File: src/rtl/core/scpwm_pkg.sv
// Shared types, codes and register map of the sixteen-channel PWM controller.
`default_nettype none

package scpwm_pkg;

	// Item kinds carried on the input tuser
	typedef enum logic [1:0] {
		KIND_WRITE = 2'd0,
		KIND_READ  = 2'd1,
		KIND_TICK  = 2'd2
	} kind_t;

	// Register map
	localparam logic [7:0] ADDR_MODE1    = 8'd0;
	localparam logic [7:0] ADDR_MODE2    = 8'd1;
	localparam int         ADDR_CH_BASE  = 6;
	localparam logic [7:0] ADDR_ALL_BASE = 8'd250;
	localparam logic [7:0] ADDR_ALL_LAST = 8'd253;
	localparam logic [7:0] ADDR_PRESCALE = 8'd254;

	// Byte positions inside one channel
	localparam int BYTE_ON_L  = 0;
	localparam int BYTE_ON_H  = 1;
	localparam int BYTE_OFF_L = 2;
	localparam int BYTE_OFF_H = 3;

	// Control bits
	localparam int         FULL_BIT_POS   = 4;
	localparam int         SLEEP_BIT_POS  = 4;
	localparam int         INVERT_BIT_POS = 4;
	localparam logic [7:0] MIN_PRESCALE   = 8'd3;

	// Reset values
	localparam logic [7:0] MODE1_RST    = 8'h11;
	localparam logic [7:0] MODE2_RST    = 8'h04;
	localparam logic [7:0] PRESCALE_RST = 8'd30;
	localparam logic [7:0] OFF_H_RST    = 8'h10;

	// Parameter defaults
	localparam int CHANNELS_DEF   = 16;
	localparam int COUNT_BITS_DEF = 12;
	localparam int MAX_CHANNELS   = 16;

	// Four register bytes of one channel: ON_L, ON_H, OFF_L, OFF_H
	typedef logic [3:0][7:0] chan_t;

endpackage

`default_nettype wire

File: src/rtl/core/sixteen_channel_pwm_controller.sv
// Top level of the sixteen-channel 12-bit PWM controller: registers, counter and compares.
`default_nettype none

// Takes one transfer per clock: a register write, a register read or an oscillator
// tick, and returns one result transfer for each, in order. Sustained rate is one
// item per cycle unless m_tready stalls; an item passes the input register, then the
// result register, with all register updates and the channel compares between them.
// The result carries the byte read (zero for writes and ticks), the level of every
// output after the item and the MODE1 sleep bit. Channel registers sit in flip-flops
// so that every channel compares against the shared period counter in parallel.
module sixteen_channel_pwm_controller
	import scpwm_pkg::*;
#(
	parameter int CHANNELS   = CHANNELS_DEF,
	parameter int COUNT_BITS = COUNT_BITS_DEF
) (
	input  wire logic        clk,
	input  wire logic        arst_n,
	input  wire logic        s_tvalid,
	output logic             s_tready,
	input  wire logic [15:0] s_tdata,   // [7:0] reg_addr, [15:8] write_data
	input  wire logic [1:0]  s_tuser,   // [1:0] kind
	output logic             m_tvalid,
	input  wire logic        m_tready,
	output logic [31:0]      m_tdata    // [7:0] read_data, [23:8] pwm_out, [24] sleeping
);

	localparam int CH_END = ADDR_CH_BASE + 4 * CHANNELS;

	// Input stage
	logic        valid_s1;
	logic [1:0]  kind_s1;
	logic [7:0]  addr_s1;
	logic [7:0]  data_s1;

	// Architectural state
	logic [7:0]            mode_one_q;
	logic [7:0]            mode_two_q;
	logic [7:0]            prescale_q;
	logic [7:0]            divider_q;
	logic [COUNT_BITS-1:0] period_q;
	chan_t                 chan_q [CHANNELS];

	// Next state
	logic [7:0]            mode_one_d;
	logic [7:0]            mode_two_d;
	logic [7:0]            prescale_d;
	logic [7:0]            divider_d;
	logic [COUNT_BITS-1:0] period_d;
	chan_t                 chan_d [CHANNELS];

	// Decode and result
	logic       advance;
	logic       is_write;
	logic       is_read;
	logic       is_tick;
	logic       asleep;
	logic       ch_hit;
	logic [7:0] ch_off;
	logic [3:0] ch_sel;
	logic [1:0] byte_sel;
	logic [7:0] all_off;
	logic       all_hit;
	logic [7:0] rd_d;
	logic [15:0] pwm_d;

	// Result register
	logic       out_valid_q;
	logic [31:0] out_data_q;

	// Handshake: the stage moves when the result slot is free or being taken
	assign advance  = !out_valid_q || m_tready;
	assign s_tready = !valid_s1 || advance;
	assign m_tvalid = out_valid_q;
	assign m_tdata  = out_data_q;

	// Capture the incoming transfer
	always_ff @(posedge clk or negedge arst_n) begin
		if (!arst_n) begin
			valid_s1 <= 1'b0;
		end else if (s_tready) begin
			valid_s1 <= s_tvalid;
		end
	end

	always_ff @(posedge clk) begin
		if (s_tready && s_tvalid) begin
			kind_s1 <= s_tuser;
			addr_s1 <= s_tdata[7:0];
			data_s1 <= s_tdata[15:8];
		end
	end

	// Decode the item held in the input stage
	always_comb begin
		is_write = valid_s1 && (kind_s1 == KIND_WRITE);
		is_read  = valid_s1 && (kind_s1 == KIND_READ);
		is_tick  = valid_s1 && (kind_s1 == KIND_TICK);
		asleep   = mode_one_q[SLEEP_BIT_POS];
		ch_off   = addr_s1 - 8'(ADDR_CH_BASE);
		ch_hit   = (addr_s1 >= 8'(ADDR_CH_BASE)) && (addr_s1 < 8'(CH_END));
		ch_sel   = ch_off[5:2];
		byte_sel = ch_off[1:0];
		all_off  = addr_s1 - ADDR_ALL_BASE;
		all_hit  = (addr_s1 >= ADDR_ALL_BASE) && (addr_s1 <= ADDR_ALL_LAST);
	end

	// Work out the state after the item
	always_comb begin
		mode_one_d = mode_one_q;
		mode_two_d = mode_two_q;
		prescale_d = prescale_q;
		divider_d  = divider_q;
		period_d   = period_q;
		for (int ch = 0; ch < CHANNELS; ch++) begin
			chan_d[ch] = chan_q[ch];
		end

		if (is_write) begin
			if (addr_s1 == ADDR_MODE1) begin
				mode_one_d = data_s1;
			end else if (addr_s1 == ADDR_MODE2) begin
				mode_two_d = data_s1;
			end else if (ch_hit) begin
				for (int ch = 0; ch < CHANNELS; ch++) begin
					if (ch_sel == 4'(ch)) begin
						chan_d[ch][byte_sel] = data_s1;
					end
				end
			end else if (all_hit) begin
				for (int ch = 0; ch < CHANNELS; ch++) begin
					chan_d[ch][all_off[1:0]] = data_s1;
				end
			end else if (addr_s1 == ADDR_PRESCALE) begin
				if (asleep) begin
					prescale_d = (data_s1 < MIN_PRESCALE) ? MIN_PRESCALE : data_s1;
				end
			end
		end

		// Advance the divider and period counter while the oscillator runs
		if (is_tick && !asleep) begin
			if (divider_q >= prescale_q) begin
				divider_d = '0;
				period_d  = period_q + 1'b1;
			end else begin
				divider_d = divider_q + 8'd1;
			end
		end
	end

	// Read back the addressed byte
	always_comb begin
		rd_d = '0;
		if (is_read) begin
			if (addr_s1 == ADDR_MODE1) begin
				rd_d = mode_one_q;
			end else if (addr_s1 == ADDR_MODE2) begin
				rd_d = mode_two_q;
			end else if (ch_hit) begin
				for (int ch = 0; ch < CHANNELS; ch++) begin
					if (ch_sel == 4'(ch)) begin
						rd_d = chan_q[ch][byte_sel];
					end
				end
			end else if (addr_s1 == ADDR_PRESCALE) begin
				rd_d = prescale_q;
			end
		end
	end

	// Compare every channel against the updated counter; full-off wins over full-on
	always_comb begin
		logic [11:0]           on_full;
		logic [11:0]           off_full;
		logic [COUNT_BITS-1:0] on_val;
		logic [COUNT_BITS-1:0] off_val;
		logic                  lv;
		pwm_d = '0;
		for (int ch = 0; ch < CHANNELS; ch++) begin
			on_full  = {chan_d[ch][BYTE_ON_H][3:0], chan_d[ch][BYTE_ON_L]};
			off_full = {chan_d[ch][BYTE_OFF_H][3:0], chan_d[ch][BYTE_OFF_L]};
			on_val   = on_full[COUNT_BITS-1:0];
			off_val  = off_full[COUNT_BITS-1:0];
			if (chan_d[ch][BYTE_OFF_H][FULL_BIT_POS]) begin
				lv = 1'b0;
			end else if (chan_d[ch][BYTE_ON_H][FULL_BIT_POS]) begin
				lv = 1'b1;
			end else if (on_val == off_val) begin
				lv = 1'b0;
			end else if (on_val < off_val) begin
				lv = (period_d >= on_val) && (period_d < off_val);
			end else begin
				lv = (period_d >= on_val) || (period_d < off_val);
			end
			pwm_d[ch] = lv ^ mode_two_d[INVERT_BIT_POS];
		end
	end

	// Commit state and result together
	always_ff @(posedge clk or negedge arst_n) begin
		if (!arst_n) begin
			mode_one_q  <= MODE1_RST;
			mode_two_q  <= MODE2_RST;
			prescale_q  <= PRESCALE_RST;
			divider_q   <= '0;
			period_q    <= '0;
			out_valid_q <= 1'b0;
			for (int ch = 0; ch < CHANNELS; ch++) begin
				chan_q[ch] <= {OFF_H_RST, 8'h00, 8'h00, 8'h00};
			end
		end else if (advance) begin
			mode_one_q  <= mode_one_d;
			mode_two_q  <= mode_two_d;
			prescale_q  <= prescale_d;
			divider_q   <= divider_d;
			period_q    <= period_d;
			out_valid_q <= valid_s1;
			for (int ch = 0; ch < CHANNELS; ch++) begin
				chan_q[ch] <= chan_d[ch];
			end
		end
	end

	always_ff @(posedge clk) begin
		if (advance && valid_s1) begin
			out_data_q <= {7'd0, mode_one_d[SLEEP_BIT_POS], pwm_d, rd_d};
		end
	end

	// Checks
	a_sleep_matches: assert property (@(posedge clk) disable iff (!arst_n)
		m_tvalid |-> (m_tdata[24] == mode_one_q[SLEEP_BIT_POS]))
		else $error("result sleep flag differs from MODE1");

	a_prescale_floor: assert property (@(posedge clk) disable iff (!arst_n)
		prescale_q >= MIN_PRESCALE)
		else $error("prescale below minimum");

	a_period_only_on_tick: assert property (@(posedge clk) disable iff (!arst_n)
		!(advance && is_tick && !asleep) |=> $stable(period_q))
		else $error("period counter moved without a running tick");

	a_ready_when_empty: assert property (@(posedge clk) disable iff (!arst_n)
		!m_tvalid |-> s_tready)
		else $error("input stalled with an empty result slot");

endmodule

`default_nettype wire
File: config.mk
export PLATFORM = sky130hd
export DESIGN_NAME = sixteen_channel_pwm_controller
export DESIGN_NICKNAME = d
export VERILOG_FILES = /design/src/rtl/core/scpwm_pkg.sv /design/src/rtl/core/sixteen_channel_pwm_controller.sv
export SDC_FILE = /design/constraint.sdc
export NUM_CORES = 2
export LEC_CHECK = 0
export BUFFER_PORTS_ARGS = -buffer_cell sky130_fd_sc_hd__buf_2
export CAP_MARGIN = 10
export CELL_PAD_IN_SITES_DETAIL_PLACEMENT = 1
export CELL_PAD_IN_SITES_GLOBAL_PLACEMENT = 1
export CORE_AREA = 10 10 312 539
export DETAILED_ROUTE_END_ITERATION = 6
export DIE_AREA = 0 0 322 549
export PLACE_DENSITY = 0.49
export SLEW_MARGIN = 0
export SYNTH_ARGS = -nofsm -noshare
export SYNTH_HDL_FRONTEND = slang
export SYNTH_SLANG_ARGS = --single-unit
File: constraint.sdc
create_clock -name clk -period 6.1 [get_ports clk]
set_input_delay 0.305 -clock clk [delete_from_list [all_inputs] [get_ports clk]]
set_output_delay 0.305 -clock clk [all_outputs]
set_load 0.02 [all_outputs]
Word-level counts from Yosys, hierarchy flattened
Cells that the tools add are included.
{"block": "word_totals", "register_bits": 601, "out_inout_bits": 34, "input_bits": 22}
{"block": "classes", "eq_ne": 51, "n_lt_le_gt_ge": 58, "reduce_logical": 71, "add_sub_neg": 4, "muxes": 182, "bitwise_logic": 20}
{"op": "509-bit 2-to-1 mux", "n": 3}
{"op": "32-bit bitwise mux", "n": 32}
{"op": "512-bit 2-to-1 mux", "n": 2}
{"op": "32-bit 2-to-1 mux", "n": 16}
{"op": "12-bit less-than comparator", "n": 32}
{"op": "8-bit 2-to-1 mux", "n": 40}
{"op": "8-bit binary-select mux with 2-bit select", "n": 16}
{"op": "12-bit == test", "n": 16}
{"op": "12-bit >= comparator", "n": 16}
{"op": "6-bit AND reduction", "n": 16}
{"op": "1-bit 2-to-1 mux", "n": 64}
{"op": "8-bit demux with 2-bit select", "n": 2}
{"op": "4-bit == test (second input constant)", "n": 8}
{"op": "2-bit by 1-bit != test with 1-bit output (second input constant)", "n": 16}
{"op": "1-bit logical AND", "n": 26}
{"op": "5-bit 2-to-1 mux", "n": 5}
{"op": "12-bit 2-to-1 mux", "n": 2}
{"op": "1-bit logical OR", "n": 18}
{"op": "4-bit by 3-bit == test with 1-bit output (second input constant)", "n": 4}
{"op": "1-bit bitwise XOR", "n": 16}
{"op": "12-bit by 1-bit adder with 12-bit output (second input constant)", "n": 1}
{"op": "8-bit by 1-bit adder with 8-bit output (second input constant)", "n": 1}
{"op": "4-bit by 2-bit == test with 1-bit output (second input constant)", "n": 2}
{"op": "8-bit by 1-bit == test with 1-bit output (second input constant)", "n": 1}
{"op": "other kinds (24)", "n": 31}

Logic depth before layout (Yosys ltp)
{"block": "logic_depth", "ltp_word": 22, "ltp_mapped": 23, "depth_no_buf": 21}

Worst setup path before layout
OpenSTA, ideal clock, no wires.
{"block": "synth_timing", "path_type": "register to register", "startpoint": "reg prescale_q[2]", "endpoint": "reg out_data_q[12], in the netlist m_tdata[12], data pin", "arrival_ns": 5.732, "slack_ns": 0.094, "path_stages_with_launch": 21, "synth_period_minus_slack_ns": 6.006, "setup_ns": 0.273, "required_ns": 5.827, "cell_sequence": "dfstp_2 -> inv_1 -> ha_1 -> a211oi_1 -> o21ai_0 -> a211o_1 -> a21oi_1 -> nor3_1 -> and3_1 -> nand3_1 -> nor2_1 -> xor2_1 -> ha_1 -> nand4_1 -> nor3_1 -> a211o_1 -> or4b_2 -> o21a_1 -> a21oi_1 -> o31ai_1 -> xnor2_1"}
{"block": "synth_via", "elab_chain_cells": 10, "word_cells_on_any_way": 12, "cone_classes": "order compare: 3; mux: 6; bitwise: 1; reduce/logical: 2"}
{"item": "start: declaration", "line_no": "sixteen_channel_pwm_controller.sv:39", "text": "logic [7:0] prescale_q;"}
{"item": "start signal: assignment", "line_no": "sixteen_channel_pwm_controller.sv:215", "text": "prescale_q <= prescale_d;"}
{"item": "8-bit >= comparator *", "line_no": "sixteen_channel_pwm_controller.sv:143", "text": "if (divider_q >= prescale_q) begin"}
{"item": "12-bit 2-to-1 mux *", "line_no": "sixteen_channel_pwm_controller.sv:143"}
{"item": "12-bit 2-to-1 mux *", "line_no": "sixteen_channel_pwm_controller.sv:142", "text": "if (is_tick && !asleep) begin"}
{"item": "via period_d[11]", "line_no": "sixteen_channel_pwm_controller.sv:49", "text": "logic [COUNT_BITS-1:0] period_d;"}
{"item": "12-bit >= comparator / 12-bit less-than comparator (equally long branches)", "line_no": "sixteen_channel_pwm_controller.sv:192, sixteen_channel_pwm_controller.sv:194"}
{"item": "1-bit logical OR / 1-bit logical AND (equally long branches)", "line_no": "sixteen_channel_pwm_controller.sv:194, sixteen_channel_pwm_controller.sv:192"}
{"item": "1-bit 2-to-1 mux *", "line_no": "sixteen_channel_pwm_controller.sv:191", "text": "end else if (on_val < off_val) begin"}
{"item": "1-bit 2-to-1 mux *", "line_no": "sixteen_channel_pwm_controller.sv:189", "text": "end else if (on_val == off_val) begin"}
{"item": "1-bit 2-to-1 mux *", "line_no": "sixteen_channel_pwm_controller.sv:187", "text": "end else if (chan_d[ch][BYTE_ON_H][FULL_BIT_POS]) begin"}
{"item": "1-bit 2-to-1 mux *", "line_no": "sixteen_channel_pwm_controller.sv:185", "text": "if (chan_d[ch][BYTE_OFF_H][FULL_BIT_POS]) begin"}
{"item": "1-bit bitwise XOR *", "line_no": "sixteen_channel_pwm_controller.sv:196", "text": "pwm_d[ch] = lv ^ mode_two_d[INVERT_BIT_POS];"}
{"item": "via pwm_d[4]", "line_no": "sixteen_channel_pwm_controller.sv:65", "text": "logic [15:0] pwm_d;"}
{"item": "end signal: assignment", "line_no": "sixteen_channel_pwm_controller.sv:227", "text": "out_data_q <= {7'd0, mode_one_d[SLEEP_BIT_POS], pwm_d, rd_d};"}
{"item": "end: declaration", "line_no": "sixteen_channel_pwm_controller.sv:69", "text": "logic [31:0] out_data_q;"}
The timed path passes the listed nets; every way through them passes the cells marked *.
A chain may end at the register's enable or synchronous reset.

Final worst setup path
{"block": "layout_timing", "startpoint": "reg prescale_q[2]", "endpoint": "reg out_data_q[9], in the netlist m_tdata[9], data pin"}
Same word-level chain as after synthesis.

==> reports/metrics.cfg <==
[logic_synthesis]
synth_cells = 4521
synth_top_cell_by_area = dfrtp_1
ys.flop_type = dfrtp_1
synth_top_cell_area_share = 0.292
synth_most_common_cell = ha_1
synth_common_cells = ha_1 (572), dfrtp_1 (535), nor2_1 (467)
synth-edff-count = 43
seq_area_frac_synth = 0.334
async_reset_ff_frac = 0.928
synth_area_leaders = dfrtp_1 (29%), ha_1 (16%), mux2i_1 (7.5%)
synth_seq_cells = 601
syn_area_um2 = 45800
syn_avg_cell_area_um2 = 10.1
synth_cell_types = 103
ys_warn_count = 0

[run_status]
outcome = complete, no violations

[pwr]
max-vdd-ir-drop_v = 0.000180
p_per_area_nw_per_um2 = 249
power_uw = 13100
p_leak_uw = 0.0219

[sta]
tightest_slew_ps = 1230
slew_viol_final = 0
timing.final.crit_share = 0.950
period_minus_slack_ps = 5790
setup_viol = 0
rsz0062_at_grt = no
max_clock_freq_ghz = 0.173
finClkSkew_ps = 44.0
timing.slew.headroom = 0.179
tns_ps = 0
hold_viol_final = 0

[route]
routedWlPerCell_um = 29.5
vias_per_cell = 5.50
remaining_drc_errors = 0
drt_wl_total_mm = 200
vias = 37300
drtPass1Iterations = 5
drt_iter0_markers = 1934
drtAntennaViolNets = 0

[clock_tree]
clk_pin_slew_worst_paths_ps = 70
clock_sinks = 601
cts_buffers = 73
cts_max_level = 3
cts_root_buffer = clkbuf_16
clk_latency_ps = 690
tritoncts = built
cts.path.max_buffers = 3

[critical_path]
r2r_slack_ps = 310
path_common_cell = buf_4
worstPathMaxFanout = 17
r2r_end = m_tdata[9]
rr_startpoint = prescale_q[2]
critPathKind = reg -> reg
cp_data_required_time_ps = 6490
slowest_stage = xor2_4
worstSetupEndpointType = flop
critPathMaxStageDelay_ps = 670
crit_path_cell_trace = inv_1 -> ha_1 -> a211oi_1 -> o21ai_0 -> a211o_1 -> a21oi_1 -> buf_4 -> nor4_1 -> buf_4 -> xor2_4 -> buf_4 -> ha_1 -> and3_1 -> a221oi_1 -> o21ai_0 -> a31o_2 -> maj3_1 -> a31oi_1 -> a21oi_1 -> xnor2_1
cp.arrival_ps = 6180
r2r_cells = 20
cp-start-kind = flop

[run]
maxCapViolations = 0

[floorplan]
dieArea_um2 = 177000
core_area_um2 = 159000
rows = 194
io_pins = 56
dieWidth_um = 322
initial_core_util = 0.287
die_h_um = 549

[grt]
grt_pass1_wl_mm = 291
grt.overflow.total = 0
grt_antenna_before_repair = 7
grt_start_max_net_pins = 201
grt_pass1_vias = 40900
track_usage = 0.224

[finish]
synthToLayoutAreaGrowth_pct = 14.8
drive_gt1_frac = 0.196
final_area_um2 = 52600
layout.nets = 5257
instances_no_fill = 6783

[placed_design]
port_buffers = 48
dpl_cell_area_um2 = 49800
dp.cells = 6624
hpwl_mm = 149
gp_congestion = 0.893

[hold_path]
hold_class = in -> async

power breakdown:
group	internal, uW	leakage [uW]	total, uW	switching [uW]
logic	1450	0.0140	3600	2150
clock network	2770	0.00125	4780	2010
registers	4410	0.00665	4730	319
cells by family after synthesis:
kind of cell | after synthesis | share of synthesized area
and+or+nand+nor | 1007 | 0.104
muxes | 769 | 0.211
other | 1 | 0.0000819
adders and majority gates | 574 | 0.157
buffers and inverters | 458 | 0.0392
DFF | 601 | 0.334
AOI/OAI and AO/OA | 1070 | 0.147
xor gates and xnor gates | 41 | 0.00801
through the flow:
| step | utilization | hold slack, ps | setup WS (ps) |
|---|---|---|---|
| after floorplan | - | 9.41 | 94.5 |
| after global placement | 0.313 | 314 | 316 |
| after detailed placement | 0.313 | 317 | 146 |
| after CTS | 0.330 | 109 | 91.1 |
| after global routing | 0.330 | 159 | 14.0 |
| final | 0.330 | 157 | 305 |
flip-flops by register name, summed over array words and instances, names as in the netlist:
name        count
divider_q       8
kind_s1         2
valid_s1        1
prescale_q      8
chan_q        512
data_s1         8
addr_s1         8
mode_two_q      8
mode_one_q      8
m_tvalid        1
m_tdata        25
period_q       12
worst max path at each step:
stage,from,end,slack (ps)
2_1_floorplan,prescale_q[2],m_tdata[12],90
3_3_place_gp,addr_s1[2],m_tdata[8],320
3_5_place_dp,addr_s1[2],m_tdata[8],150
4_1_cts,addr_s1[2],m_tdata[8],90
5_1_grt,addr_s1[2],m_tdata[8],10
6_report,prescale_q[2],m_tdata[9],310
layer usage:
layer,global-route usage,up-vias,wire (um)
met5,0,-,0
met4,0.109,0,10900
met3,0.0216,327,5350
met1,0.247,19300,77100
li1,-,17000,-
met2,0.423,668,107000
repair_timing:
action	4_1_cts	5_1_grt
buffers inserted	0	1
endpoints found under the hold margin	86	0
setup endpoints to repair	0	4
hold buffers	20	0
gates resized for setup	0	4
critical path: cells and delay by family (launching register included):
family	cells	cell delay (ps)
flip-flops	1	590
AO/OA/AOI/OAI	9	1940
adder cells (fa/ha/maj)	3	960
AND/OR/NAND/NOR	2	230
buffers and inverters	4	980
XOR/XNOR	2	820
placed cells by master (no fill, tap or decap), types with 15 or more instances in the layout:
cell           count
mux2i_1          342
a2111oi_0         17
nor2_1           465
clkbuf_1          17
ha_1             570
buf_12            20
clkbuf_8          20
a21oi_1          443
clkbuf_16         75
buf_2             48
nor3_1            45
a31oi_1           16
buf_4            206
dfstp_2           23
mux2_2           297
and2_1            17
nand4_1           57
nor2b_1           31
o221ai_1          16
a211oi_1          32
o31ai_1           29
o211ai_1          29
nand3_1           53
o21ai_0          170
o22ai_1           19
inv_1            222
nand2_1          170
xnor2_1           20
dlygate4sd3_1     20
mux4_2           128
edfxtp_1          43
o21a_1            36
dfrtp_1          535
nor2_2            15
nor3_2            16
and3_1            18
nand2b_1          45
a21o_1           129
layout make-up:
type / instances / area (um^2)
multi-input cells: 3468 / 28900
diodes: 3 / 7.51
clock inverters: 22 / 317
flip-flops and latches: 601 / 15300
inverters: 224 / 841
repair buffers: 295 / 2400
clock buffers: 112 / 2220
fillers: 17800 / 107000
well taps: 2058 / 2570
Power figures use the tool's default switching activity.
